**config.mk**
```make
export PLATFORM = sky130hd
export DESIGN_NAME = zoom_ratio_to_fraction_unit
export DESIGN_NICKNAME = d
export VERILOG_FILES = /design/src/zrf_pkg.sv /design/src/zrf_mul.sv /design/src/zrf_div.sv /design/src/zoom_ratio_to_fraction_unit.sv
export SDC_FILE = /design/constraint.sdc
export NUM_CORES = 2
export LEC_CHECK = 0
export ABC_AREA = 1
export CORE_MARGIN = 8
export CORE_UTILIZATION = 44
export DETAILED_ROUTE_END_ITERATION = 12
export DONT_BUFFER_PORTS = 1
export RECOVER_POWER = 25
export SETUP_SLACK_MARGIN = 0.05
export SLEW_MARGIN = 20
export SYNTH_ARGS = -nofsm -noshare
export SYNTH_HDL_FRONTEND = slang
export SYNTH_HIERARCHICAL = 1
export SYNTH_SLANG_ARGS = --single-unit
```
**constraint.sdc**
```tcl
create_clock -name clock -period 19.1 [get_ports clock]
set_clock_uncertainty 0.2 [all_clocks]
set_input_delay 0.955 -clock clock [delete_from_list [all_inputs] [get_ports clock]]
set_output_delay 0.955 -clock clock [all_outputs]
set_load 0.005 [all_outputs]
```
**src/zrf_pkg.sv**
```systemverilog
package zrf_pkg;

   // Fixed widths of the ports and of the shared multiplier
   localparam int WORD_W        = 32;
   localparam int TERM_W        = 16;
   localparam int PROD_LIMIT_W  = 32;
   localparam int MUL_W         = 32;
   localparam int CSR_IDX_W     = 1;
   localparam int FRAC_BITS_DEF = 16;

   // Tolerance scale of the stop tests (1/10000)
   localparam logic [MUL_W-1:0] TOL_SCALE = 32'd10000;

   // Configuration register indexes
   localparam logic [CSR_IDX_W-1:0] CSR_TERM_LIMIT    = 1'b0;
   localparam logic [CSR_IDX_W-1:0] CSR_PRODUCT_LIMIT = 1'b1;

   // Reset values of the configuration registers
   localparam logic [TERM_W-1:0]       TERM_LIMIT_RST    = 16'd256;
   localparam logic [PROD_LIMIT_W-1:0] PRODUCT_LIMIT_RST = 32'd200;

   // Operand pair handed to the shared multiplier
   typedef struct packed {
      logic [MUL_W-1:0] op_a;
      logic [MUL_W-1:0] op_b;
   } mul_req_type;

   // Sequencer states
   typedef enum logic [4:0] {
      S_IDLE,
      S_INIT_DIV,
      S_REM_MUL,
      S_REM_CHK,
      S_HQ,
      S_DIFF,
      S_QK,
      S_ERR_CHK,
      S_DIV,
      S_STEP_A,
      S_STEP_H,
      S_STEP_K,
      S_STEP_P,
      S_CLAMP_MUL,
      S_CLAMP_HI,
      S_CLAMP_LO,
      S_DONE
   } state_type;

endpackage

```
**src/zrf_mul.sv**
```systemverilog
module zrf_mul (
   input  logic                                clock,
   input  zrf_pkg::mul_req_type                req,
   output logic [2*zrf_pkg::MUL_W-1:0]         product
);

   logic [2*zrf_pkg::MUL_W-1:0] product_ff;
   logic [2*zrf_pkg::MUL_W-1:0] product_in;

   // One full multiply per cycle, result registered
   always_comb begin
      product_in = (2*zrf_pkg::MUL_W)'(req.op_a) * (2*zrf_pkg::MUL_W)'(req.op_b);
   end

   always_ff @(posedge clock) begin
      product_ff <= product_in;
   end

   assign product = product_ff;

endmodule

```
**src/zrf_div.sv**
```systemverilog
module zrf_div #(
   parameter int DIV_W = zrf_pkg::FRAC_BITS_DEF + 1
) (
   input  logic             clock,
   input  logic             reset,
   input  logic             start,
   input  logic [DIV_W-1:0] dividend,
   input  logic [DIV_W-1:0] divisor,
   output logic [DIV_W-1:0] quotient,
   output logic [DIV_W-1:0] remainder,
   output logic             busy,
   output logic             done
);

   localparam int CNT_W = $clog2(DIV_W);

   logic             busy_ff, busy_in;
   logic             done_ff, done_in;
   logic [CNT_W-1:0] cnt_ff, cnt_in;
   logic [DIV_W-1:0] dvd_ff, dvd_in;
   logic [DIV_W-1:0] dvs_ff, dvs_in;
   logic [DIV_W-1:0] rem_ff, rem_in;
   logic [DIV_W-1:0] quot_ff, quot_in;

   logic [DIV_W:0]   trial;
   logic [DIV_W:0]   sub;
   logic             take;
   logic             last;

   // Restoring division, one quotient bit per cycle
   always_comb begin
      trial   = {rem_ff, dvd_ff[DIV_W-1]};
      sub     = trial - {1'b0, dvs_ff};
      take    = trial >= {1'b0, dvs_ff};
      last    = cnt_ff == CNT_W'(DIV_W - 1);

      busy_in = busy_ff;
      done_in = 1'b0;
      cnt_in  = cnt_ff;
      dvd_in  = dvd_ff;
      dvs_in  = dvs_ff;
      rem_in  = rem_ff;
      quot_in = quot_ff;

      if (start) begin
         busy_in = 1'b1;
         cnt_in  = '0;
         dvd_in  = dividend;
         dvs_in  = divisor;
         rem_in  = '0;
         quot_in = '0;
      end else if (busy_ff) begin
         rem_in  = take ? sub[DIV_W-1:0] : trial[DIV_W-1:0];
         quot_in = {quot_ff[DIV_W-2:0], take};
         dvd_in  = {dvd_ff[DIV_W-2:0], 1'b0};
         cnt_in  = cnt_ff + CNT_W'(1);
         if (last) begin
            busy_in = 1'b0;
            done_in = 1'b1;
         end
      end
   end

   always_ff @(posedge clock) begin
      if (reset) begin
         busy_ff <= 1'b0;
         done_ff <= 1'b0;
         cnt_ff  <= '0;
      end else begin
         busy_ff <= busy_in;
         done_ff <= done_in;
         cnt_ff  <= cnt_in;
      end
   end

   always_ff @(posedge clock) begin
      dvd_ff  <= dvd_in;
      dvs_ff  <= dvs_in;
      rem_ff  <= rem_in;
      quot_ff <= quot_in;
   end

   assign quotient  = quot_ff;
   assign remainder = rem_ff;
   assign busy      = busy_ff;
   assign done      = done_ff;

endmodule

```
**src/zoom_ratio_to_fraction_unit.sv**
```systemverilog
// Zoom ratio to fraction.
// Input channel (req_*): one word carries a zoom factor in unsigned fixed point
// with FRAC_BITS fraction bits; zero counts as one. Result channel (rsp_*): one
// word with numerator and denominator of a small fraction close to the zoom.
// A word is taken at a clock edge where valid is high and stall is low.
// The ratio is expanded as a continued fraction, one Euclid step at a time,
// using one iterative restoring divider and one registered multiplier under a
// sequencer. Each Euclid step runs the stop tests, then a division in the
// divider, then the limit checks; the number of steps is at most about 24
// because terms stay within 16 bits. A zoom below one adds one more division
// at the start. req_stall is high while a word is in work. The finished
// result sits in an output register; a new word is taken while it waits. If
// rsp_stall holds the result, the next word finishes its work and then waits
// for the register. The user must write configuration through csr_* only
// while idle; the block itself does not enforce it. Index 0 is the term
// limit, index 1 the product limit. Synchronous reset clears the sequencer
// and output valid and loads the limits with 256 and 200.
module zoom_ratio_to_fraction_unit #(
   parameter int FRAC_BITS = zrf_pkg::FRAC_BITS_DEF
) (
   input  logic                                clock,
   input  logic                                reset,
   input  logic                                req_valid,
   output logic                                req_stall,
   input  logic [zrf_pkg::WORD_W-1:0]          req_zoom_fixed,
   output logic                                rsp_valid,
   input  logic                                rsp_stall,
   output logic [zrf_pkg::TERM_W-1:0]          rsp_numerator,
   output logic [zrf_pkg::TERM_W-1:0]          rsp_denominator,
   input  logic                                csr_write,
   input  logic [zrf_pkg::CSR_IDX_W-1:0]       csr_index,
   input  logic [zrf_pkg::PROD_LIMIT_W-1:0]    csr_wdata
);

   localparam int W     = zrf_pkg::WORD_W;
   localparam int TW    = zrf_pkg::TERM_W;
   localparam int MW    = zrf_pkg::MUL_W;
   localparam int PW    = 2 * zrf_pkg::MUL_W;
   localparam int DIV_W = FRAC_BITS + 1;
   localparam logic [W-1:0] ONE       = W'(1) << FRAC_BITS;
   localparam logic [W-1:0] FRAC_MASK = ONE - W'(1);

   zrf_pkg::state_type state_ff, state_in;

   logic [TW-1:0]              term_limit_ff, term_limit_in;
   logic [zrf_pkg::PROD_LIMIT_W-1:0] product_limit_ff, product_limit_in;

   logic [W-1:0]     p_ff, p_in;
   logic [DIV_W-1:0] q_ff, q_in;
   logic [W-1:0]     h_ff, h_in;
   logic [TW-1:0]    k_ff, k_in;
   logic [TW-1:0]    hp_ff, hp_in;
   logic [TW-1:0]    kp_ff, kp_in;
   logic [DIV_W-1:0] base_ff, base_in;
   logic [DIV_W-1:0] rem_ff, rem_in;
   logic             inv_ff, inv_in;
   logic [PW-1:0]    hq_ff, hq_in;
   logic [PW-1:0]    qk_ff, qk_in;
   logic             diff_big_ff, diff_big_in;
   logic [MW-1:0]    diff_lo_ff, diff_lo_in;
   logic [MW:0]      hn_ff, hn_in;
   logic [TW-1:0]    kn_ff, kn_in;

   logic             rsp_valid_ff, rsp_valid_in;
   logic [TW-1:0]    rsp_num_ff, rsp_num_in;
   logic [TW-1:0]    rsp_den_ff, rsp_den_in;

   logic [TW-1:0]    lim;
   logic [W-1:0]     zoom_v;
   logic             req_take;
   logic [PW-1:0]    diff;
   logic [MW:0]      kn_sum;

   zrf_pkg::mul_req_type mul_req;
   logic [PW-1:0]        mul_p;

   logic             div_start;
   logic [DIV_W-1:0] div_dividend;
   logic [DIV_W-1:0] div_divisor;
   logic [DIV_W-1:0] div_quot;
   logic [DIV_W-1:0] div_rem;
   logic             div_busy;
   logic             div_done;

   zrf_mul u_mul (
      .clock   (clock),
      .req     (mul_req),
      .product (mul_p)
   );

   zrf_div #(
      .DIV_W (DIV_W)
   ) u_div (
      .clock     (clock),
      .reset     (reset),
      .start     (div_start),
      .dividend  (div_dividend),
      .divisor   (div_divisor),
      .quotient  (div_quot),
      .remainder (div_rem),
      .busy      (div_busy),
      .done      (div_done)
   );

   // Zero term limit acts as one; zero zoom counts as one
   assign lim      = (term_limit_ff == '0) ? TW'(1) : term_limit_ff;
   assign zoom_v   = (req_zoom_fixed == '0) ? ONE : req_zoom_fixed;
   assign req_stall = state_ff != zrf_pkg::S_IDLE;
   assign req_take  = req_valid && !req_stall;

   // Configuration writes
   always_comb begin
      term_limit_in    = term_limit_ff;
      product_limit_in = product_limit_ff;
      if (csr_write) begin
         unique case (csr_index)
            zrf_pkg::CSR_TERM_LIMIT:    term_limit_in    = csr_wdata[TW-1:0];
            zrf_pkg::CSR_PRODUCT_LIMIT: product_limit_in = csr_wdata;
         endcase
      end
   end

   // Sequencer: next state, datapath updates, unit requests
   always_comb begin
      state_in     = state_ff;
      p_in         = p_ff;
      q_in         = q_ff;
      h_in         = h_ff;
      k_in         = k_ff;
      hp_in        = hp_ff;
      kp_in        = kp_ff;
      base_in      = base_ff;
      rem_in       = rem_ff;
      inv_in       = inv_ff;
      hq_in        = hq_ff;
      qk_in        = qk_ff;
      diff_big_in  = diff_big_ff;
      diff_lo_in   = diff_lo_ff;
      hn_in        = hn_ff;
      kn_in        = kn_ff;
      rsp_num_in   = rsp_num_ff;
      rsp_den_in   = rsp_den_ff;
      rsp_valid_in = rsp_valid_ff && rsp_stall;

      mul_req      = '0;
      div_start    = 1'b0;
      div_dividend = '0;
      div_divisor  = '0;

      diff   = (hq_ff >= mul_p) ? (hq_ff - mul_p) : (mul_p - hq_ff);
      kn_sum = (MW+1)'(mul_p[MW-1:0]) + (MW+1)'(kp_ff);

      unique case (state_ff)
         zrf_pkg::S_IDLE: begin
            if (req_take) begin
               k_in  = TW'(1);
               hp_in = TW'(1);
               kp_in = '0;
               if (zoom_v < ONE) begin
                  // zoom below one: work on one/zoom
                  inv_in       = 1'b1;
                  p_in         = ONE;
                  q_in         = zoom_v[DIV_W-1:0];
                  base_in      = zoom_v[DIV_W-1:0];
                  div_start    = 1'b1;
                  div_dividend = ONE[DIV_W-1:0];
                  div_divisor  = zoom_v[DIV_W-1:0];
                  state_in     = zrf_pkg::S_INIT_DIV;
               end else begin
                  inv_in   = 1'b0;
                  p_in     = zoom_v;
                  q_in     = ONE[DIV_W-1:0];
                  base_in  = ONE[DIV_W-1:0];
                  h_in     = zoom_v >> FRAC_BITS;
                  rem_in   = DIV_W'(zoom_v & FRAC_MASK);
                  state_in = zrf_pkg::S_REM_MUL;
               end
            end
         end
         zrf_pkg::S_INIT_DIV: begin
            if (div_done) begin
               h_in     = W'(div_quot);
               rem_in   = div_rem;
               state_in = zrf_pkg::S_REM_MUL;
            end
         end
         zrf_pkg::S_REM_MUL: begin
            mul_req.op_a = MW'(rem_ff);
            mul_req.op_b = zrf_pkg::TOL_SCALE;
            state_in     = zrf_pkg::S_REM_CHK;
         end
         zrf_pkg::S_REM_CHK: begin
            // small remainder ends the expansion
            if (mul_p < PW'(base_ff)) begin
               state_in = zrf_pkg::S_CLAMP_MUL;
            end else begin
               mul_req.op_a = h_ff;
               mul_req.op_b = MW'(q_ff);
               state_in     = zrf_pkg::S_HQ;
            end
         end
         zrf_pkg::S_HQ: begin
            hq_in        = mul_p;
            mul_req.op_a = p_ff;
            mul_req.op_b = MW'(k_ff);
            state_in     = zrf_pkg::S_DIFF;
         end
         zrf_pkg::S_DIFF: begin
            // a difference past 32 bits always exceeds q*k after scaling
            diff_big_in  = |diff[PW-1:MW];
            diff_lo_in   = diff[MW-1:0];
            mul_req.op_a = MW'(q_ff);
            mul_req.op_b = MW'(k_ff);
            state_in     = zrf_pkg::S_QK;
         end
         zrf_pkg::S_QK: begin
            qk_in        = mul_p;
            mul_req.op_a = diff_lo_ff;
            mul_req.op_b = zrf_pkg::TOL_SCALE;
            state_in     = zrf_pkg::S_ERR_CHK;
         end
         zrf_pkg::S_ERR_CHK: begin
            if (diff_big_ff || (mul_p > qk_ff)) begin
               div_start    = 1'b1;
               div_dividend = base_ff;
               div_divisor  = rem_ff;
               state_in     = zrf_pkg::S_DIV;
            end else begin
               state_in = zrf_pkg::S_CLAMP_MUL;
            end
         end
         zrf_pkg::S_DIV: begin
            if (div_done) begin
               state_in = zrf_pkg::S_STEP_A;
            end
         end
         zrf_pkg::S_STEP_A: begin
            // a or h above the limit makes the new numerator too large
            if ((W'(div_quot) > W'(lim)) || (h_ff > W'(lim))) begin
               state_in = zrf_pkg::S_CLAMP_MUL;
            end else begin
               mul_req.op_a = MW'(div_quot);
               mul_req.op_b = h_ff;
               state_in     = zrf_pkg::S_STEP_H;
            end
         end
         zrf_pkg::S_STEP_H: begin
            hn_in        = (MW+1)'(mul_p[MW-1:0]) + (MW+1)'(hp_ff);
            mul_req.op_a = MW'(div_quot);
            mul_req.op_b = MW'(k_ff);
            state_in     = zrf_pkg::S_STEP_K;
         end
         zrf_pkg::S_STEP_K: begin
            if ((hn_ff > (MW+1)'(lim)) || (kn_sum > (MW+1)'(lim))) begin
               state_in = zrf_pkg::S_CLAMP_MUL;
            end else begin
               kn_in        = kn_sum[TW-1:0];
               mul_req.op_a = MW'(hn_ff[TW-1:0]);
               mul_req.op_b = MW'(kn_sum[TW-1:0]);
               state_in     = zrf_pkg::S_STEP_P;
            end
         end
         zrf_pkg::S_STEP_P: begin
            if ((hn_ff > (MW+1)'(1)) && (kn_ff > TW'(1)) &&
                (mul_p > PW'(product_limit_ff))) begin
               state_in = zrf_pkg::S_CLAMP_MUL;
            end else begin
               // take the new convergent and move the remainder along
               hp_in    = h_ff[TW-1:0];
               kp_in    = k_ff;
               h_in     = W'(hn_ff[TW-1:0]);
               k_in     = kn_ff;
               base_in  = rem_ff;
               rem_in   = div_rem;
               state_in = zrf_pkg::S_REM_MUL;
            end
         end
         zrf_pkg::S_CLAMP_MUL: begin
            mul_req.op_a = MW'(lim);
            mul_req.op_b = MW'(k_ff);
            state_in     = zrf_pkg::S_CLAMP_HI;
         end
         zrf_pkg::S_CLAMP_HI: begin
            if (PW'(h_ff) > mul_p) begin
               h_in     = W'(lim);
               k_in     = TW'(1);
               state_in = zrf_pkg::S_DONE;
            end else begin
               mul_req.op_a = h_ff;
               mul_req.op_b = MW'(lim);
               state_in     = zrf_pkg::S_CLAMP_LO;
            end
         end
         zrf_pkg::S_CLAMP_LO: begin
            if (mul_p < PW'(k_ff)) begin
               h_in = W'(1);
               k_in = lim;
            end
            state_in = zrf_pkg::S_DONE;
         end
         zrf_pkg::S_DONE: begin
            // load the output register once it is free
            if (!rsp_valid_ff || !rsp_stall) begin
               rsp_valid_in = 1'b1;
               rsp_num_in   = inv_ff ? k_ff : h_ff[TW-1:0];
               rsp_den_in   = inv_ff ? h_ff[TW-1:0] : k_ff;
               state_in     = zrf_pkg::S_IDLE;
            end
         end
         default: begin
            state_in = zrf_pkg::S_IDLE;
         end
      endcase
   end

   // Control registers
   always_ff @(posedge clock) begin
      if (reset) begin
         state_ff         <= zrf_pkg::S_IDLE;
         rsp_valid_ff     <= 1'b0;
         term_limit_ff    <= zrf_pkg::TERM_LIMIT_RST;
         product_limit_ff <= zrf_pkg::PRODUCT_LIMIT_RST;
      end else begin
         state_ff         <= state_in;
         rsp_valid_ff     <= rsp_valid_in;
         term_limit_ff    <= term_limit_in;
         product_limit_ff <= product_limit_in;
      end
   end

   // Datapath registers
   always_ff @(posedge clock) begin
      p_ff        <= p_in;
      q_ff        <= q_in;
      h_ff        <= h_in;
      k_ff        <= k_in;
      hp_ff       <= hp_in;
      kp_ff       <= kp_in;
      base_ff     <= base_in;
      rem_ff      <= rem_in;
      inv_ff      <= inv_in;
      hq_ff       <= hq_in;
      qk_ff       <= qk_in;
      diff_big_ff <= diff_big_in;
      diff_lo_ff  <= diff_lo_in;
      hn_ff       <= hn_in;
      kn_ff       <= kn_in;
      rsp_num_ff  <= rsp_num_in;
      rsp_den_ff  <= rsp_den_in;
   end

   assign rsp_valid       = rsp_valid_ff;
   assign rsp_numerator   = rsp_num_ff;
   assign rsp_denominator = rsp_den_ff;

   // Divider is never restarted while it runs
   a_div_start_free: assert property (@(posedge clock) disable iff (reset)
      div_start |-> !div_busy)
      else $error("divider started while busy");

   // A Euclid step never divides by a zero remainder
   a_div_nonzero: assert property (@(posedge clock) disable iff (reset)
      (state_ff == zrf_pkg::S_DIV) |-> (rem_ff != '0))
      else $error("division by zero remainder");

   // Divider completion only arrives while the sequencer waits for it
   a_div_done_wait: assert property (@(posedge clock) disable iff (reset)
      div_done |-> ((state_ff == zrf_pkg::S_DIV) || (state_ff == zrf_pkg::S_INIT_DIV)))
      else $error("divider done outside a wait state");

   // A finished word waits while the output register is held
   a_done_hold: assert property (@(posedge clock) disable iff (reset)
      ((state_ff == zrf_pkg::S_DONE) && rsp_valid_ff && rsp_stall)
      |=> (state_ff == zrf_pkg::S_DONE))
      else $error("result overwrote a stalled output word");

endmodule
```
==> impl_metrics.py <==
metrics = {
    "worst_setup_path": {
        "crit_arrival_ns": 13.00,
        "worstPathMaxFanout": 32,
        "r2r_slack_ns": 6.34,
        "endpoint_kind": "flop",
        "cp.required_ns": 19.34,
        "r2r_cells": 35,
        "slowest_delay_ns": 1.40,
        "crit_start": "u_mul/product[16]$_DFF_P_",
        "cpMostUsedCell": "fa_1",
        "critical-path-slowest-cell": "clkbuf_1",
        "rr_startpoint": "u_mul/product[16]$_DFF_P_",
        "reg2reg_to": "u_mul/product[48]$_DFF_P_",
        "crit_path_start_kind": "flop",
        "crit_type": "reg -> reg",
    },
    "hold_path": {
        "hold_end": "state_ff[1]$_SDFFE_PP0P_",
        "min-delay-start": "reset",
        "hold_depth": 1,
        "hold_class": "in -> reg",
    },
    "sta": {
        "setup_viol": 0,
        "rsz0062_at_grt": "no",
        "tns_ns": 0,
        "setup_ws_ns": 6.34,
        "fmax_mhz": 78.4,
        "final_max_slew_viol_count": 197,
        "fin_crit_sh_pct": 66.8,
        "hold_viol_final": 0,
        "whs_ns": 0.131,
        "relSlewSlack_pct": -62.8,
        "tightest_slew_ns": 2.44,
        "fin_crit_ns": 12.76,
    },
    "die": {
        "die_w_um": 434,
        "die_area_um2": 188000,
        "core_um2": 174000,
        "std_cell_rows": 153,
        "dieHeight_um": 434,
        "num_io_pins": 104,
        "start_util_pct": 44.3,
    },
    "cts": {
        "clkLatencyLatePin_ns": 0.70,
        "cts_max_level": 3,
        "hold_buffers": 0,
        "tritoncts": "yes",
        "clk_pin_slew_worst_paths_ns": 0.07,
        "cts_num_sinks": 584,
        "clk_path_buf_depth": 3,
        "cts.repair.resized": 0,
        "post_cts_buffers": 0,
        "cts_buffers": 68,
        "root_buffer": "clkbuf_16",
    },
    "pwr": {
        "p_sw_uw": 7380,
        "internal_power_uw": 5490,
        "pwr_density_cell_nw_per_um2": 157,
        "max-vdd-ir-drop_mv": 0.236,
        "swShare_pct": 57.3,
        "p_leak_uw": 0.0452,
        "power.combinational.fraction_pct": 74.3,
        "power_frac_seq_pct": 14.9,
        "clkPwrFrac_pct": 10.8,
    },
    "place": {
        "gp_congestion": 1.03,
        "portBuffers": 0,
        "dp_hpwl_um": 240000,
        "preCtsSetupSlack_ns": 7.82,
    },
    "global_route": {
        "grt_pass1_wl_um": 437000,
        "grt_max_degree": 68,
        "antenna_found_initial": 18,
        "grt_overflow": 0,
        "track_usage_pct": 31.1,
        "grt_pass1_vias": 68400,
    },
    "detailed_routing": {
        "wire_per_inst_um": 23.3,
        "vias": 68100,
        "drtIter0Drc": 6928,
        "drt_wl_total_um": 296000,
        "postRouteAntennaNets": 0,
        "drt_pass1_iterations": 9,
        "drc_errors": 0,
        "viasPerCell": 5.35,
    },
    "synth": {
        "yosysSeqAreaShare_pct": 20.7,
        "yosys_warnings": 6,
        "syn_avg_cell_area_um2": 7.43,
        "synth-edff-count": 425,
        "syn_area_um2": 76900,
        "ys_types": 64,
        "synth_seq_cells": 584,
        "async_flop_share_pct": 0,
        "ys.flop_type": "edfxtp_1",
        "postSynthCellCount": 10400,
    },
    "status": {
        "outcome": "finished, violations left",
        "violations": "capacitance limit, slew limit",
    },
    "cells_and_area": {
        "final_nets": 12000,
        "drive_gt1_share_pct": 3.50,
        "syn_to_final_growth_pct": 6.79,
        "final_util_pct": 47.3,
    },
    "job": {
        "cap_violations": 5,
    },
}
==> metal layers <==
| layer | track usage (%) | vias to the layer above | part of all wire (%) |
|---|---|---|---|
| li1 | - | 31100 | - |
| met1 | 40.3 | 33200 | 40 |
| met2 | 50.9 | 3026 | 46 |
| met3 | 4.51 | 670 | 7.9 |
| met4 | 15.2 | 12 | 6.0 |
| met5 | 0 | - | 0.089 |
==> power groups by stage <==
stage                     clock, µW  combinational, µW  sequential (µW)
final                          1380               9570             1920
after global routing           1450              10500             1920
after CTS                      1400               9130             1910
after detailed placement          0               9080             1930
after global placement            0               9030             1930
after floorplan                   0               5970             1850
==> cells in the mapped netlist (42+ instances only) <==
master / n / area share, %
o22ai_1: 42 / 0.34
fa_1: 901 / 23
edfxtp_1: 425 / 17
ha_1: 648 / 11
o21ai_0: 340 / 2.2
xor2_1: 105 / 1.2
clkbuf_1: 265 / 1.3
nand2_1: 3078 / 15
nor3_1: 48 / 0.31
nand4_1: 98 / 0.80
nand3_1: 265 / 1.7
a21oi_1: 437 / 2.8
inv_1: 2545 / 12
nor2_1: 543 / 2.6
dfxtp_1: 159 / 4.1
==> cell families (layout without fill, tap and decap cells) <==
family	Yosys count	count (layout)	synth area share, %
and+or+nand+nor	4222	4222	22.4
buffers and inverters	2882	2835	14.2
adders and majority gates	1549	1549	34.0
AOI/OAI and AO/OA	992	992	7.13
DFF	584	584	20.7
xor gates and xnor gates	126	126	1.43
muxes	5	5	0.0651
other	1	79	0.00487
==> cell type report <==
cell class                      count  area [µm²]
Antenna cell                        4        10.0
Clock buffer                       91        1910
Clock inverter                     35         440
Fill cell                       17700       91700
Inverter                         2583        9700
Multi-Input combinational cell   6969       50500
Sequential cell                   584       15900
Tap cell                         2325        2910
Timing Repair Buffer              126         790
==> critical path, delay by kind of cell (launching register included) <==
| kind | cells | cell delay [ns] |
|---|---|---|
| fa+ha+maj | 10 | 4.97 |
| simple gates | 13 | 3.23 |
| buf+inv | 9 | 3.08 |
| compound gates | 3 | 0.64 |
| flops | 1 | 0.31 |
==> metrics by stage <==
step | total power [µW] | instance area, µm² | instances
finish | 12900 | 82200 | 12700
CTS | 12400 | 82300 | 12700
floorplan | 7820 | 77200 | 10400
global route | 13900 | 82200 | 12700
detailed placement | 11000 | 80000 | 12600
global placement | 11000 | 80000 | 12600
==> worst max-delay path by stage <==
stage / end / cells after the start
5_1_grt: u_mul/product[48]$_DFF_P_ / 35
4_1_cts: u_mul/product[48]$_DFF_P_ / 46
2_1_floorplan: u_mul/product[51]$_DFF_P_ / 34
3_3_place_gp: u_mul/product[48]$_DFF_P_ / 45
6_report: u_mul/product[48]$_DFF_P_ / 35
3_5_place_dp: u_mul/product[48]$_DFF_P_ / 48
==> placed cells by master, fill, tap and decap left out, types with 7 or more instances in the layout <==
cell and count:
nand2_1 3078, inv_1 2544, fa_1 901, ha_1 648, nor2_1 537, a21oi_1 436, edfxtp_1 425, o21ai_0 334
nand3_1 265, dfxtp_1 159, xor2_1 105, nand4_1 98, buf_4 78, conb_1 75, clkbuf_16 70, clkbuf_1 60
nor3_1 48, nor2_2 43, o22ai_1 42, nand2_2 38, o21bai_1 31, inv_2 29, nor4_1 27, nand3_2 22
o211ai_1 22, xnor2_1 21, a221oi_1 17, nand3b_1 17, clkinv_1 16, o21a_1 15, a22o_1 15, o2111ai_1 13
o21ai_1 12, nor2_4 11, a31oi_1 10, nor3_2 8, clkbuf_8 8, o221ai_1 7
==> registers in the layout, summed over array words and instances, names as in the netlist, 32 cells and up <==
signal,count
diff_lo_ff,32
hn_ff,33
hq_ff,64
p_ff,32
product_limit_ff,32
qk_ff,64
u_mul/product,64
Note: power is estimated with default switching activity, not from simulation.
